--- src/sv/etwf_pkg.sv ---
// Package: widths, status codes, controller states, command/status structs, frame shift helper.
package etwf_pkg;

  localparam int WIRE_BITS   = 21;
  localparam int FRAME_W     = 21;
  localparam int TIME_W      = 32;
  localparam int TICK_W      = 16;
  localparam int CNT_W       = $clog2(WIRE_BITS + 1);
  localparam int STEP_W      = $clog2(CNT_W);
  localparam int REM_W       = TIME_W + 2;
  localparam int DEN_W       = TICK_W + 1;
  localparam int BIG_W       = DEN_W + CNT_W;
  localparam int IN_TDATA_W  = ((TIME_W + 7) / 8) * 8;
  localparam int OUT_TDATA_W = ((FRAME_W + 7) / 8) * 8;
  localparam int STAT_W      = 2;

  localparam logic [TICK_W-1:0] TICKS_RESET = TICK_W'(640);

  localparam logic [STAT_W-1:0] ST_OK       = 2'd0;
  localparam logic [STAT_W-1:0] ST_ZERO_RUN = 2'd1;
  localparam logic [STAT_W-1:0] ST_OVERFLOW = 2'd2;
  localparam logic [STAT_W-1:0] ST_TOO_MANY = 2'd3;

  typedef enum logic [2:0] {
    S_IDLE,
    S_CHECK,
    S_DIV,
    S_SHIFT,
    S_FILL
  } state_t;

  typedef struct packed {
    logic              load;
    logic              check;
    logic              div_step;
    logic [STEP_W-1:0] step_idx;
    logic              shift;
    logic              emit;
  } ctrl_cmd_t;

  typedef struct packed {
    logic take;
    logic last;
    logic zero_run;
    logic too_big;
    logic out_free;
  } dp_sts_t;

  // shift n copies of level in at the low end, oldest bit ends up at the top
  function automatic logic [WIRE_BITS-1:0] shift_frame(
    input logic [WIRE_BITS-1:0] frame,
    input logic                 level,
    input logic [CNT_W-1:0]     n
  );
    logic [2*WIRE_BITS-1:0] wide;
    logic [2*WIRE_BITS-1:0] ones;
    wide = {{WIRE_BITS{1'b0}}, frame} << n;
    ones = ~({(2*WIRE_BITS){1'b1}} << n);
    if (level) begin
      wide = wide | ones;
    end
    return wide[WIRE_BITS-1:0];
  endfunction

endpackage

--- src/sv/etwf_ctrl.sv ---
// Controller: sequences load, range check, quotient steps, frame shift and emit.
module etwf_ctrl (
  input  logic                clk,
  input  logic                rst_n,
  input  logic                in_tvalid,
  output logic                in_tready,
  input  etwf_pkg::dp_sts_t   sts,
  output etwf_pkg::ctrl_cmd_t cmd
);

  etwf_pkg::state_t                  state_r, state_nxt;
  logic [etwf_pkg::STEP_W-1:0]       step_r, step_nxt;

  always_ff @(posedge clk) begin
    if (!rst_n) begin
      state_r <= etwf_pkg::S_IDLE;
      step_r  <= '0;
    end else begin
      state_r <= state_nxt;
      step_r  <= step_nxt;
    end
  end

  always_comb begin
    state_nxt = state_r;
    step_nxt  = step_r;
    case (state_r)
      etwf_pkg::S_IDLE: begin
        if (in_tvalid) begin
          state_nxt = etwf_pkg::S_CHECK;
        end
      end
      etwf_pkg::S_CHECK: begin
        if (sts.take && !sts.zero_run && !sts.too_big) begin
          state_nxt = etwf_pkg::S_DIV;
          step_nxt  = etwf_pkg::STEP_W'(etwf_pkg::CNT_W - 1);
        end else if (sts.last) begin
          state_nxt = etwf_pkg::S_FILL;
        end else begin
          state_nxt = etwf_pkg::S_IDLE;
        end
      end
      etwf_pkg::S_DIV: begin
        if (step_r == '0) begin
          state_nxt = etwf_pkg::S_SHIFT;
        end else begin
          step_nxt = step_r - 1'b1;
        end
      end
      etwf_pkg::S_SHIFT: begin
        state_nxt = sts.last ? etwf_pkg::S_FILL : etwf_pkg::S_IDLE;
      end
      etwf_pkg::S_FILL: begin
        if (sts.out_free) begin
          state_nxt = etwf_pkg::S_IDLE;
        end
      end
      default: begin
        state_nxt = etwf_pkg::S_IDLE;
      end
    endcase
  end

  always_comb begin
    cmd          = '0;
    cmd.step_idx = step_r;
    in_tready    = 1'b0;
    case (state_r)
      etwf_pkg::S_IDLE: begin
        in_tready = 1'b1;
        cmd.load  = in_tvalid;
      end
      etwf_pkg::S_CHECK: begin
        cmd.check = 1'b1;
      end
      etwf_pkg::S_DIV: begin
        cmd.div_step = 1'b1;
      end
      etwf_pkg::S_SHIFT: begin
        cmd.shift = 1'b1;
      end
      etwf_pkg::S_FILL: begin
        cmd.emit = sts.out_free;
      end
      default: begin
        cmd = '0;
      end
    endcase
  end

endmodule

--- src/sv/etwf_dp.sv ---
// Datapath: reply state, run rounding by restoring quotient steps, frame shifter, output register.
module etwf_dp (
  input  logic                                clk,
  input  logic                                rst_n,
  input  logic                                cfg_valid,
  input  logic [etwf_pkg::TICK_W-1:0]         cfg_data,
  input  logic [etwf_pkg::IN_TDATA_W-1:0]     in_tdata,
  input  logic                                in_tlast,
  input  logic                                out_tready,
  input  etwf_pkg::ctrl_cmd_t                 cmd,
  output etwf_pkg::dp_sts_t                   sts,
  output logic                                out_tvalid,
  output logic [etwf_pkg::OUT_TDATA_W-1:0]    out_tdata,
  output logic [etwf_pkg::STAT_W-1:0]         out_tuser
);

  logic [etwf_pkg::TICK_W-1:0]    ticks_r, ticks_nxt;
  logic [etwf_pkg::TIME_W-1:0]    prev_r, prev_nxt;
  logic                           have_prev_r, have_prev_nxt;
  logic                           level_r, level_nxt;
  logic [etwf_pkg::CNT_W-1:0]     filled_r, filled_nxt;
  logic [etwf_pkg::WIRE_BITS-1:0] frame_r, frame_nxt;
  logic [etwf_pkg::CNT_W-1:0]     edges_r, edges_nxt;
  logic [etwf_pkg::STAT_W-1:0]    err_r, err_nxt;
  logic                           last_r, last_nxt;
  logic                           take_r, take_nxt;
  logic [etwf_pkg::REM_W-1:0]     rem_r, rem_nxt;
  logic [etwf_pkg::DEN_W-1:0]     den_r, den_nxt;
  logic [etwf_pkg::CNT_W-1:0]     quo_r, quo_nxt;
  logic                           out_valid_r, out_valid_nxt;
  logic [etwf_pkg::FRAME_W-1:0]   out_frame_r, out_frame_nxt;
  logic [etwf_pkg::STAT_W-1:0]    out_stat_r, out_stat_nxt;

  logic [etwf_pkg::STAT_W-1:0]    err_load;
  logic [etwf_pkg::TIME_W-1:0]    gap;
  logic [etwf_pkg::TICK_W-1:0]    tick_eff;
  logic [etwf_pkg::BIG_W-1:0]     big_lim;
  logic [etwf_pkg::REM_W-1:0]     trial;
  logic [etwf_pkg::CNT_W:0]       fill_sum;
  logic [etwf_pkg::CNT_W-1:0]     fill_n;
  logic                           zero_run;
  logic                           too_big;
  logic                           out_free;

  assign out_free = !out_valid_r || out_tready;
  assign tick_eff = (ticks_r == '0) ? etwf_pkg::TICK_W'(1) : ticks_r;
  assign gap      = in_tdata[etwf_pkg::TIME_W-1:0] - prev_r;
  assign err_load = (edges_r >= etwf_pkg::CNT_W'(etwf_pkg::WIRE_BITS)) ?
                    etwf_pkg::ST_TOO_MANY : err_r;
  assign big_lim  = etwf_pkg::BIG_W'(den_r) * etwf_pkg::BIG_W'(etwf_pkg::WIRE_BITS + 1);
  assign zero_run = rem_r < etwf_pkg::REM_W'(den_r);
  assign too_big  = rem_r >= etwf_pkg::REM_W'(big_lim);
  assign trial    = etwf_pkg::REM_W'(den_r) << cmd.step_idx;
  assign fill_sum = (etwf_pkg::CNT_W+1)'(filled_r) + (etwf_pkg::CNT_W+1)'(quo_r);
  assign fill_n   = etwf_pkg::CNT_W'(etwf_pkg::WIRE_BITS) - filled_r;

  always_comb begin
    sts.take     = take_r;
    sts.last     = last_r;
    sts.zero_run = zero_run;
    sts.too_big  = too_big;
    sts.out_free = out_free;
  end

  always_comb begin
    ticks_nxt     = cfg_valid ? cfg_data : ticks_r;
    prev_nxt      = prev_r;
    have_prev_nxt = have_prev_r;
    level_nxt     = level_r;
    filled_nxt    = filled_r;
    frame_nxt     = frame_r;
    edges_nxt     = edges_r;
    err_nxt       = err_r;
    last_nxt      = last_r;
    take_nxt      = take_r;
    rem_nxt       = rem_r;
    den_nxt       = den_r;
    quo_nxt       = quo_r;
    out_frame_nxt = out_frame_r;
    out_stat_nxt  = out_stat_r;
    out_valid_nxt = out_tready ? 1'b0 : out_valid_r;

    if (cmd.load) begin
      err_nxt       = err_load;
      if (err_load != etwf_pkg::ST_TOO_MANY) begin
        edges_nxt = edges_r + 1'b1;
      end
      take_nxt      = have_prev_r && (err_load == etwf_pkg::ST_OK) &&
                      (filled_r < etwf_pkg::CNT_W'(etwf_pkg::WIRE_BITS));
      prev_nxt      = in_tdata[etwf_pkg::TIME_W-1:0];
      have_prev_nxt = 1'b1;
      last_nxt      = in_tlast;
      rem_nxt       = {1'b0, gap, 1'b0} + etwf_pkg::REM_W'(tick_eff);
      den_nxt       = {tick_eff, 1'b0};
    end

    if (cmd.check) begin
      quo_nxt = '0;
      if (take_r && zero_run) begin
        err_nxt = etwf_pkg::ST_ZERO_RUN;
      end else if (take_r && too_big) begin
        err_nxt = etwf_pkg::ST_OVERFLOW;
      end
    end

    if (cmd.div_step && (rem_r >= trial)) begin
      rem_nxt                = rem_r - trial;
      quo_nxt[cmd.step_idx]  = 1'b1;
    end

    if (cmd.shift) begin
      if (fill_sum > (etwf_pkg::CNT_W+1)'(etwf_pkg::WIRE_BITS)) begin
        err_nxt = etwf_pkg::ST_OVERFLOW;
      end else begin
        frame_nxt  = etwf_pkg::shift_frame(frame_r, level_r, quo_r);
        filled_nxt = fill_sum[etwf_pkg::CNT_W-1:0];
        level_nxt  = !level_r;
      end
    end

    if (cmd.emit) begin
      out_valid_nxt = 1'b1;
      out_stat_nxt  = err_r;
      out_frame_nxt = (err_r == etwf_pkg::ST_OK) ?
                      etwf_pkg::FRAME_W'(etwf_pkg::shift_frame(frame_r, level_r, fill_n)) :
                      '0;
      have_prev_nxt = 1'b0;
      level_nxt     = 1'b0;
      filled_nxt    = '0;
      frame_nxt     = '0;
      edges_nxt     = '0;
      err_nxt       = etwf_pkg::ST_OK;
    end
  end

  always_ff @(posedge clk) begin
    if (!rst_n) begin
      ticks_r     <= etwf_pkg::TICKS_RESET;
      have_prev_r <= 1'b0;
      level_r     <= 1'b0;
      filled_r    <= '0;
      frame_r     <= '0;
      edges_r     <= '0;
      err_r       <= etwf_pkg::ST_OK;
      last_r      <= 1'b0;
      take_r      <= 1'b0;
      out_valid_r <= 1'b0;
    end else begin
      ticks_r     <= ticks_nxt;
      have_prev_r <= have_prev_nxt;
      level_r     <= level_nxt;
      filled_r    <= filled_nxt;
      frame_r     <= frame_nxt;
      edges_r     <= edges_nxt;
      err_r       <= err_nxt;
      last_r      <= last_nxt;
      take_r      <= take_nxt;
      out_valid_r <= out_valid_nxt;
    end
  end

  always_ff @(posedge clk) begin
    prev_r      <= prev_nxt;
    rem_r       <= rem_nxt;
    den_r       <= den_nxt;
    quo_r       <= quo_nxt;
    out_frame_r <= out_frame_nxt;
    out_stat_r  <= out_stat_nxt;
  end

  assign out_tvalid = out_valid_r;
  assign out_tdata  = etwf_pkg::OUT_TDATA_W'(out_frame_r);
  assign out_tuser  = out_stat_r;

endmodule

--- src/sv/edge_times_to_wire_frame.sv ---
// Top level: telemetry edge timestamps in, rebuilt 21-bit wire frame with status out.
//
// Input stream: one captured edge timestamp per request, in_tlast on the final
// edge of a reply. Each gap is rounded to a run of wire bits against run_ticks
// (cfg_data, reset 640, zero counts as one tick) and shifted into the frame.
// On the last edge the frame is completed with the final level and one result
// request is issued: out_tdata holds the frame (zero on error), out_tuser the
// status (ok, zero run, run overflow, too many edges).
// Per edge: load and check when no gap is taken; load, check, the CNT_W quotient
// steps of the shared subtractor and a shift when a gap is rounded.
// A last edge then passes through the fill state to write the output register.
// The output register holds a finished result while the next reply's edges are
// taken; a last edge waits in the fill state while the receiver stalls.
// cfg_ready is always high; write only between replies.
// Reset (rst_n low, synchronous) clears the reply state and restores run_ticks.
module edge_times_to_wire_frame (
  input  logic                             clk,
  input  logic                             rst_n,
  input  logic                             cfg_valid,
  output logic                             cfg_ready,
  input  logic [etwf_pkg::TICK_W-1:0]      cfg_data,     // run_ticks
  input  logic                             in_tvalid,
  output logic                             in_tready,
  input  logic [etwf_pkg::IN_TDATA_W-1:0]  in_tdata,     // [31:0] edge_time
  input  logic                             in_tlast,     // last_edge
  output logic                             out_tvalid,
  input  logic                             out_tready,
  output logic [etwf_pkg::OUT_TDATA_W-1:0] out_tdata,    // [20:0] wire_frame, zero pad
  output logic [etwf_pkg::STAT_W-1:0]      out_tuser     // [1:0] status
);

  etwf_pkg::ctrl_cmd_t cmd;
  etwf_pkg::dp_sts_t   sts;

  assign cfg_ready = 1'b1;

  etwf_ctrl u_ctrl (
    .clk       (clk),
    .rst_n     (rst_n),
    .in_tvalid (in_tvalid),
    .in_tready (in_tready),
    .sts       (sts),
    .cmd       (cmd)
  );

  etwf_dp u_dp (
    .clk        (clk),
    .rst_n      (rst_n),
    .cfg_valid  (cfg_valid),
    .cfg_data   (cfg_data),
    .in_tdata   (in_tdata),
    .in_tlast   (in_tlast),
    .out_tready (out_tready),
    .cmd        (cmd),
    .sts        (sts),
    .out_tvalid (out_tvalid),
    .out_tdata  (out_tdata),
    .out_tuser  (out_tuser)
  );

`ifndef ASSERT_OFF
  a_err_zero_frame: assert property (@(posedge clk) disable iff (!rst_n)
    (out_tvalid && (out_tuser != etwf_pkg::ST_OK)) |-> (out_tdata == '0))
    else $error("error status with non-zero frame");

  a_emit_slot_free: assert property (@(posedge clk) disable iff (!rst_n)
    cmd.emit |-> (!out_tvalid || out_tready))
    else $error("result written over a pending request");

  a_valid_from_emit: assert property (@(posedge clk) disable iff (!rst_n)
    $rose(out_tvalid) |-> $past(cmd.emit))
    else $error("output valid without emit");

  a_no_load_busy: assert property (@(posedge clk) disable iff (!rst_n)
    (cmd.div_step || cmd.shift || cmd.check) |-> !in_tready)
    else $error("input ready while an edge is in work");
`endif

endmodule

--- config.mk ---
export PLATFORM = sky130hd
export DESIGN_NAME = edge_times_to_wire_frame
export DESIGN_NICKNAME = d
export VERILOG_FILES = /design/src/sv/etwf_pkg.sv /design/src/sv/etwf_ctrl.sv /design/src/sv/etwf_dp.sv /design/src/sv/edge_times_to_wire_frame.sv
export SDC_FILE = /design/constraint.sdc
export NUM_CORES = 1
export LEC_CHECK = 0
export BUFFER_PORTS_ARGS = -buffer_cell sky130_fd_sc_hd__buf_2
export CAP_MARGIN = 20
export CORE_MARGIN = 8
export CORE_UTILIZATION = 40
export CTS_CLUSTER_SIZE = 8
export DETAILED_ROUTE_END_ITERATION = 7
export MAX_ROUTING_LAYER = met4
export SLEW_MARGIN = 20
export SYNTH_ARGS = -nofsm -noshare
export SYNTH_HDL_FRONTEND = slang
export SYNTH_SLANG_ARGS = --single-unit
--- constraint.sdc ---
create_clock -name clk -period 5.9 [get_ports clk]
set_input_delay 0.59 -clock clk [delete_from_list [all_inputs] [get_ports clk]]
set_output_delay 0.59 -clock clk [all_outputs]
set_load 0.1 [all_outputs]
; ---- After elaboration in Yosys (flattened, before gate mapping)
; Cells that the tools add are included.
; Widths: inputs -> output; s select.
[totals]
elab_cells = 117
regBits = 170
[classes]
n_eq_ne = 10
shift = 5
n_mux = 34
addsub = 7
order_cmp = 8
bitwise_logic = 7
reduce_logical = 27
multipliers = 1
[ops]
columns = op, count
row1 = $shl 42x5->21 const A, 2
row2 = $mux 34, 2
row3 = $mux 21, 2
row4 = $not 21->21, 2
row5 = $or 21x21->21, 2
row6 = $shl 21x5->21, 2
row7 = $add 33x16->34, 1
row8 = $ge 34x22->1, 1
row9 = $ge 34x34->1, 1
row10 = $lt 34x17->1, 1
row11 = $shl 17x3->34, 1
row12 = $sub 34x34->34, 1
row13 = $sub 32x32->32, 1
row14 = $mux 3, 8
row15 = $mul 16x4->20 const B, 1
row16 = $logic_not 16->1, 1
row17 = $mux 16, 1
row18 = $pmux 3 s5, 1
row19 = $mux 2, 7
row20 = $mux 5, 2
row21 = $mux 1, 9
row22 = $logic_and 1x1->1, 8
row23 = $add 5x5->6, 1
row24 = $eq 3x2->1 const B, 2
row25 = other kinds (25), 39

; ---- Depth between registers and ports, before layout
[depth]
word_depth = 9
mapped_depth = 22

; ---- Cells and area by module
; From an unflattened synthesis, not the netlist that was laid out.
[unflattened]
cells_unflattened = 1759
area_unflattened_um2 = 15586.2
[by_module_without_submodules]
columns = module, n_inst, area_per_inst_um2, cells_per_inst
row1 = etwf_dp, 1, 15154.5, 1708
row2 = etwf_ctrl, 1, 420.4, 49
row3 = edge_times_to_wire_frame, 1, 11.3, 2

; ---- Worst setup path before layout
; OpenSTA, ideal clock, no wires.
[synth_timing]
path_type = reg2reg
startpoint = register u_ctrl.state_r[1]
endpoint = register u_dp.edges_r[3] (netlist bit)
n_path_buf = 2
path_slack_ns = 0.739
path_stages_with_launch = 10
required_time_ns = 5.772
arrival_time_ns = 5.033
setup_time_ns = 0.128
cell_sequence = dfxtp_1 > clkbuf_1 > nor3_1 > nand2_1 > inv_1 > and3_1 > clkbuf_1 > nand4_1 > xor2_1 > nor2_1
[synth_rtl]
columns = item, line_no
row1 = start: declaration, etwf_ctrl.sv:11  ; etwf_pkg::state_t state_r, state_nxt;
row2 = start signal: assignment, etwf_ctrl.sv:16  ; state_r <= etwf_pkg::S_IDLE;
row3 = start signal: assignment, etwf_ctrl.sv:19  ; state_r <= state_nxt;
row4 = end signal: assignment, etwf_dp.sv:154  ; edges_r <= edges_nxt;
row5 = end: declaration, etwf_dp.sv:23  ; logic [etwf_pkg::CNT_W-1:0] edges_r, edges_nxt;

; ---- Worst setup path in the final report
[layout_timing]
startpoint = register u_dp.den_r[2] (netlist bit)
endpoint = register u_ctrl.step_r[0] (netlist bit)
[layout_between]
elab_chain_cells = 6
[layout_rtl]
columns = item, line_no
row1 = start: declaration, etwf_dp.sv:28  ; logic [etwf_pkg::DEN_W-1:0] den_r, den_nxt;
row2 = start signal: assignment, etwf_dp.sv:165  ; den_r <= den_nxt;
row3 = $mul 16x4->20 / $lt 34x17->1 (equally long branches), "etwf_dp.sv:50, etwf_dp.sv:51"
row4 = $ge 34x22->1 / $logic_not 1->1 (equally long branches), "etwf_dp.sv:52, etwf_ctrl.sv:34"
row5 = $logic_not 1->1 / $logic_and 1x1->1 (equally long branches), etwf_ctrl.sv:34  ; if (sts.take && !sts.zero_run && !sts.too_big) begin
row6 = $logic_and 1x1->1 *, etwf_ctrl.sv:34
row7 = $ne 2x1->1 (no source line) *, --
row8 = $reduce_and 3->1 (no source line) *, --
row9 = end signal: assignment, etwf_ctrl.sv:20  ; step_r <= step_nxt;
row10 = end: declaration, etwf_ctrl.sv:12  ; logic [etwf_pkg::STEP_W-1:0] step_r, step_nxt;
; Every way passes the cells marked *; elsewhere a longest branch is shown, timed or not.
; A chain may end at the register's enable or synchronous reset.

==> results by group <==
Run status
  • Status: complete, no violations

Placed design
  • Place WS: 0.2549 ns
  • Port Buf Inserts: 78
  • Placed cells: 2,347
  • Post-DP HPWL: 30,610 um
  • Post-DP Area: 16,500 um^2
  • Routability cong.: 0.9495

Synthesis
  • Adder-cell share of the synthesized area: between 10% and 20%
  • Cell Area, Synth: 15,710 um^2
  • Syn. warnings: 0
  • Simple-gate share of the synthesized area: 16.39%
  • Mapped Cells: about 1,800
  • Cell variety after synth: 96
  • Mux share of post-synthesis cell area: about 8%
  • Seq cells post-synth: 170
  • Top FF cell, synth: edfxtp_1
  • XOR/XNOR share of the synthesized area: 5.336%
  • Synthesized area per cell: 8.580 um^2
  • Asr flop ratio synth: 0%
  • Seq/Total Area, Yosys: 28.35%
  • Largest family of logic cells by synthesized area: compound AO/OA/AOI/OAI gates
  • Post-synth EDFFs: 105
  • Synth Area in Compound Gates: between 20% and 30%

Power and ir drop
  • Sw frac: a little over a third
  • P_int: 2686 uW
  • Net Switching: around 1400 uW
  • Combinational group share of total power: 36.3%
  • Reg power frac: 35.3%
  • PwrDens: ~240 nW/um^2
  • LEAKAGE: 0.007244 uW
  • Worst vdd ir: 0.0003068 V
  • Clk pwr share: 28.3%

Route
  • Post-route ant nets: 0
  • DR WL/cell: 16.69 um
  • DRT Wirelength: 39,720 um
  • DR iter-0 viols: just under 900
  • Vias per inst: 5.580
  • Residual DRC count: 0
  • Vias post-DR: 13,280
  • First-pass DRT Iterations: 7

Finish
  • Fin nets: 2,074
  • Final Core Density: 44.22%
  • Antenna diodes: 0
  • Fraction of layout cells with a size suffix above 1: 10.79%
  • Commonest non-fill, non-tap cell in the layout: nor2_1
  • Final Instance Area: 17,130 um^2
  • Most frequent cells in the layout: nor2_1, a21oi_1, ha_1
  • Area grow syn2layout: 9.024%
  • Post-route insts no fill: approximately 2,400

Global route
  • Vias in the first global route: 13,020
  • GR Util All Layers: 17.65%
  • Largest net degree at the start of global routing: 51
  • Antenna violations before repair: 0
  • Grt ovf: 0
  • First-pass GRT wire length: 66,300 um

Clock tree
  • CTS tree: built
  • Deepest clock path buffer count: 2
  • H-tree depth: 4
  • Clock transition at path regs: 0.07 ns
  • Clock Latency Late Sink: 0.46 ns
  • CTS Sinks: 170
  • Clk root buf: clkbuf_16
  • Cts bufs inserted: 17

Timing
  • Setup WS post-layout: around 0.57 ns
  • Final slew viol count: 0
  • Setup Viol. Count Final: 0
  • RSZ-0062 raised after global routing: false
  • Final clock skew: 0.01498 ns
  • Period minus WS final: 5.330 ns
  • Final worst-path cycle share: 90.33%
  • Relative slew slack: 37.83%
  • Final hold violations: 0
  • Worst-Margin Slew: 0.9313 ns
  • Final setup TNS: 0 ns
  • Peak Freq: ~190 MHz

Flow run
  • Max-cap viol count: 0

Floorplanning
  • Die W: between 200 and 250 um
  • Initial core utilization: 40.56%
  • Die area: 45,870 um^2
  • Num rows: between 70 and 80
  • Top-Level Pins: slightly above 80
  • Core area: ~39,000 um^2
  • Die Ht: 214.2 um

Worst setup path
  • Crit Path Max Fanout: 7
  • Critical path capture point type: flop
  • Critical path, cell by cell: ha_1 -> fa_1 -> ha_1 -> a21oi_1 -> o21bai_1 -> a21oi_1 -> o21bai_1 -> a211oi_2 -> o21ai_0 -> a31o_2 -> a21oi_1 -> xor2_1 -> ha_1 -> nand4_1 -> nor2_1 -> a211oi_1 -> nor2_1 -> a2111oi_0 -> o21ai_1 -> buf_4 -> nor4b_2 -> o31ai_1
  • Crit path arrival time: 5.65 ns
  • Startpoint Class: flop
  • Worst Path Buf+Inv: 1
  • CP max stage delay: 0.51 ns
  • Worst path top cell family by delay: compound AO/OA/AOI/OAI gates
  • Slowest stage cell, crit path: edfxtp_1
  • CP Class: reg -> reg
  • Req. time, crit path: 6.22 ns

Hold path
  • Worst min-delay path class: in -> reg
-- worst reg2reg max path: stages, from the launching register on --
cell and delay (ns):
edfxtp_1 0.51, ha_1 0.36, fa_1 0.47, ha_1 0.35
a21oi_1 0.22, o21bai_1 0.09, a21oi_1 0.22, o21bai_1 0.13
a211oi_2 0.26, o21ai_0 0.17, a31o_2 0.27, a21oi_1 0.17
xor2_1 0.16, ha_1 0.26, nand4_1 0.11, nor2_1 0.05
a211oi_1 0.23, nor2_1 0.07, a2111oi_0 0.36, o21ai_1 0.12
buf_4 0.18, nor4b_2 0.33, o31ai_1 0.12
-- state kept, by name (all words and copies together) (netlist names) --
signal            flops
u_dp.edges_r          5
u_dp.filled_r         5
u_dp.quo_r            5
u_dp.den_r           16
u_ctrl.state_r        3
u_dp.err_r            2
u_dp.take_r           1
u_dp.out_tuser        2
u_dp.prev_r          32
u_dp.rem_r           34
u_dp.out_frame_r     21
u_ctrl.step_r         3
u_dp.out_tvalid       1
u_dp.have_prev_r      1
u_dp.last_r           1
u_dp.ticks_r         16
u_dp.level_r          1
u_dp.frame_r         21
-- cell usage after synthesis, types with 13 or more instances --
master	n	area share [%]
a21o_1	54	2.6
nand3_1	31	0.99
clkbuf_1	77	1.8
nor2_1	166	4.0
inv_1	119	2.8
a31oi_1	16	0.64
o21ai_0	103	3.3
o211ai_1	17	0.81
nor3_1	34	1.1
nand2_1	150	3.6
a21oi_1	162	5.2
and3_1	13	0.52
xnor2_1	52	2.9
mux2_2	20	1.4
nor2b_1	32	1.3
mux2i_1	88	5.6
ha_1	155	12
nand2b_1	16	0.64
or3_1	15	0.60
o21a_1	22	1.1
edfxtp_1	105	20
a211oi_1	30	1.4
nand4_1	18	0.72
xor2_1	40	2.2
o21bai_1	16	0.76
fa_1	16	2.0
dfxtp_1	65	8.3
-- cell type report --
cell class | count | area, um^2
Inverter | 120 | 450.4
Fill cell | 3841 | 21610
Multi-Input combinational cell | 1437 | 10400
Clock inverter | 13 | 168.9
Tap cell | 518 | 648.1
Sequential cell | 170 | 4454
Timing Repair Buffer | 103 | 578.1
Clock buffer | 19 | 432.9
-- layer usage --
| metal | GRT usage [%] | up-vias | part of all wire (%) | wire length (um) |
|---|---|---|---|---|
| met1 | 22.16 | 6239 | 47 | 18610 |
| met3 | 2.454 | 69 | 3.5 | 1398 |
| met4 | 6.696 | 0 | 3.1 | 1217 |
| met5 | - | - | 0 | 0 |
| met2 | 28.64 | 301 | 47 | 18500 |
| li1 | - | 6672 | - | - |
-- timing repair --
| action | 4_1_cts | 5_1_grt |
|---|---|---|
| hold buffers | 0 | 0 |
| setup buffers | 0 | 1 |
| endpoints found under the hold margin | 0 | 0 |
| gates resized for setup | 0 | 4 |
| setup endpoints to repair | 0 | 6 |
-- per-stage QoR --
| stage | total power (uW) | hold WS [ns] |
|---|---|---|
| CTS | 4159 | 0.3015 |
| finish | 4126 | 0.3314 |
| floorplan | 2640 | 0.4338 |
| global placement | 2938 | 0.4500 |
| global route | 4413 | 0.3099 |
| detailed placement | 2968 | 0.4622 |
-- power groups by stage --
stage / Sequential [uW] / Combinational, uW / Clock [uW]
floorplan: 1440 / 1200 / 0
detailed placement: 1480 / 1490 / 0
global placement: 1480 / 1460 / 0
finish: 1460 / 1500 / 1170
CTS: 1460 / 1500 / 1200
global route: 1470 / 1700 / 1240
-- worst paths after layout --
kind                                              startpoint                            end  slack [ns]  cells after the start
worst min register to register  u_dp.edges_r[4]$_SDFFE_PP0P_   u_dp.edges_r[4]$_SDFFE_PP0P_        0.47                      2
worst max-delay path                 u_dp.den_r[2]$_DFFE_PP_  u_ctrl.step_r[0]$_SDFFE_PN0P_        0.57                     22
worst min-delay path                             in_tdata[0]       u_dp.prev_r[0]$_DFFE_PP_        0.33                      1
worst max register to register       u_dp.den_r[2]$_DFFE_PP_  u_ctrl.step_r[0]$_SDFFE_PN0P_        0.57                     22
-- logic make-up after synthesis --
group,after synthesis
xor+xnor,94
fa+ha+maj,171
other cells,2
flops,170
simple gates,529
buf+inv,226
mux,116
compound gates,523
No activity file was read; power rests on OpenSTA's default activity.
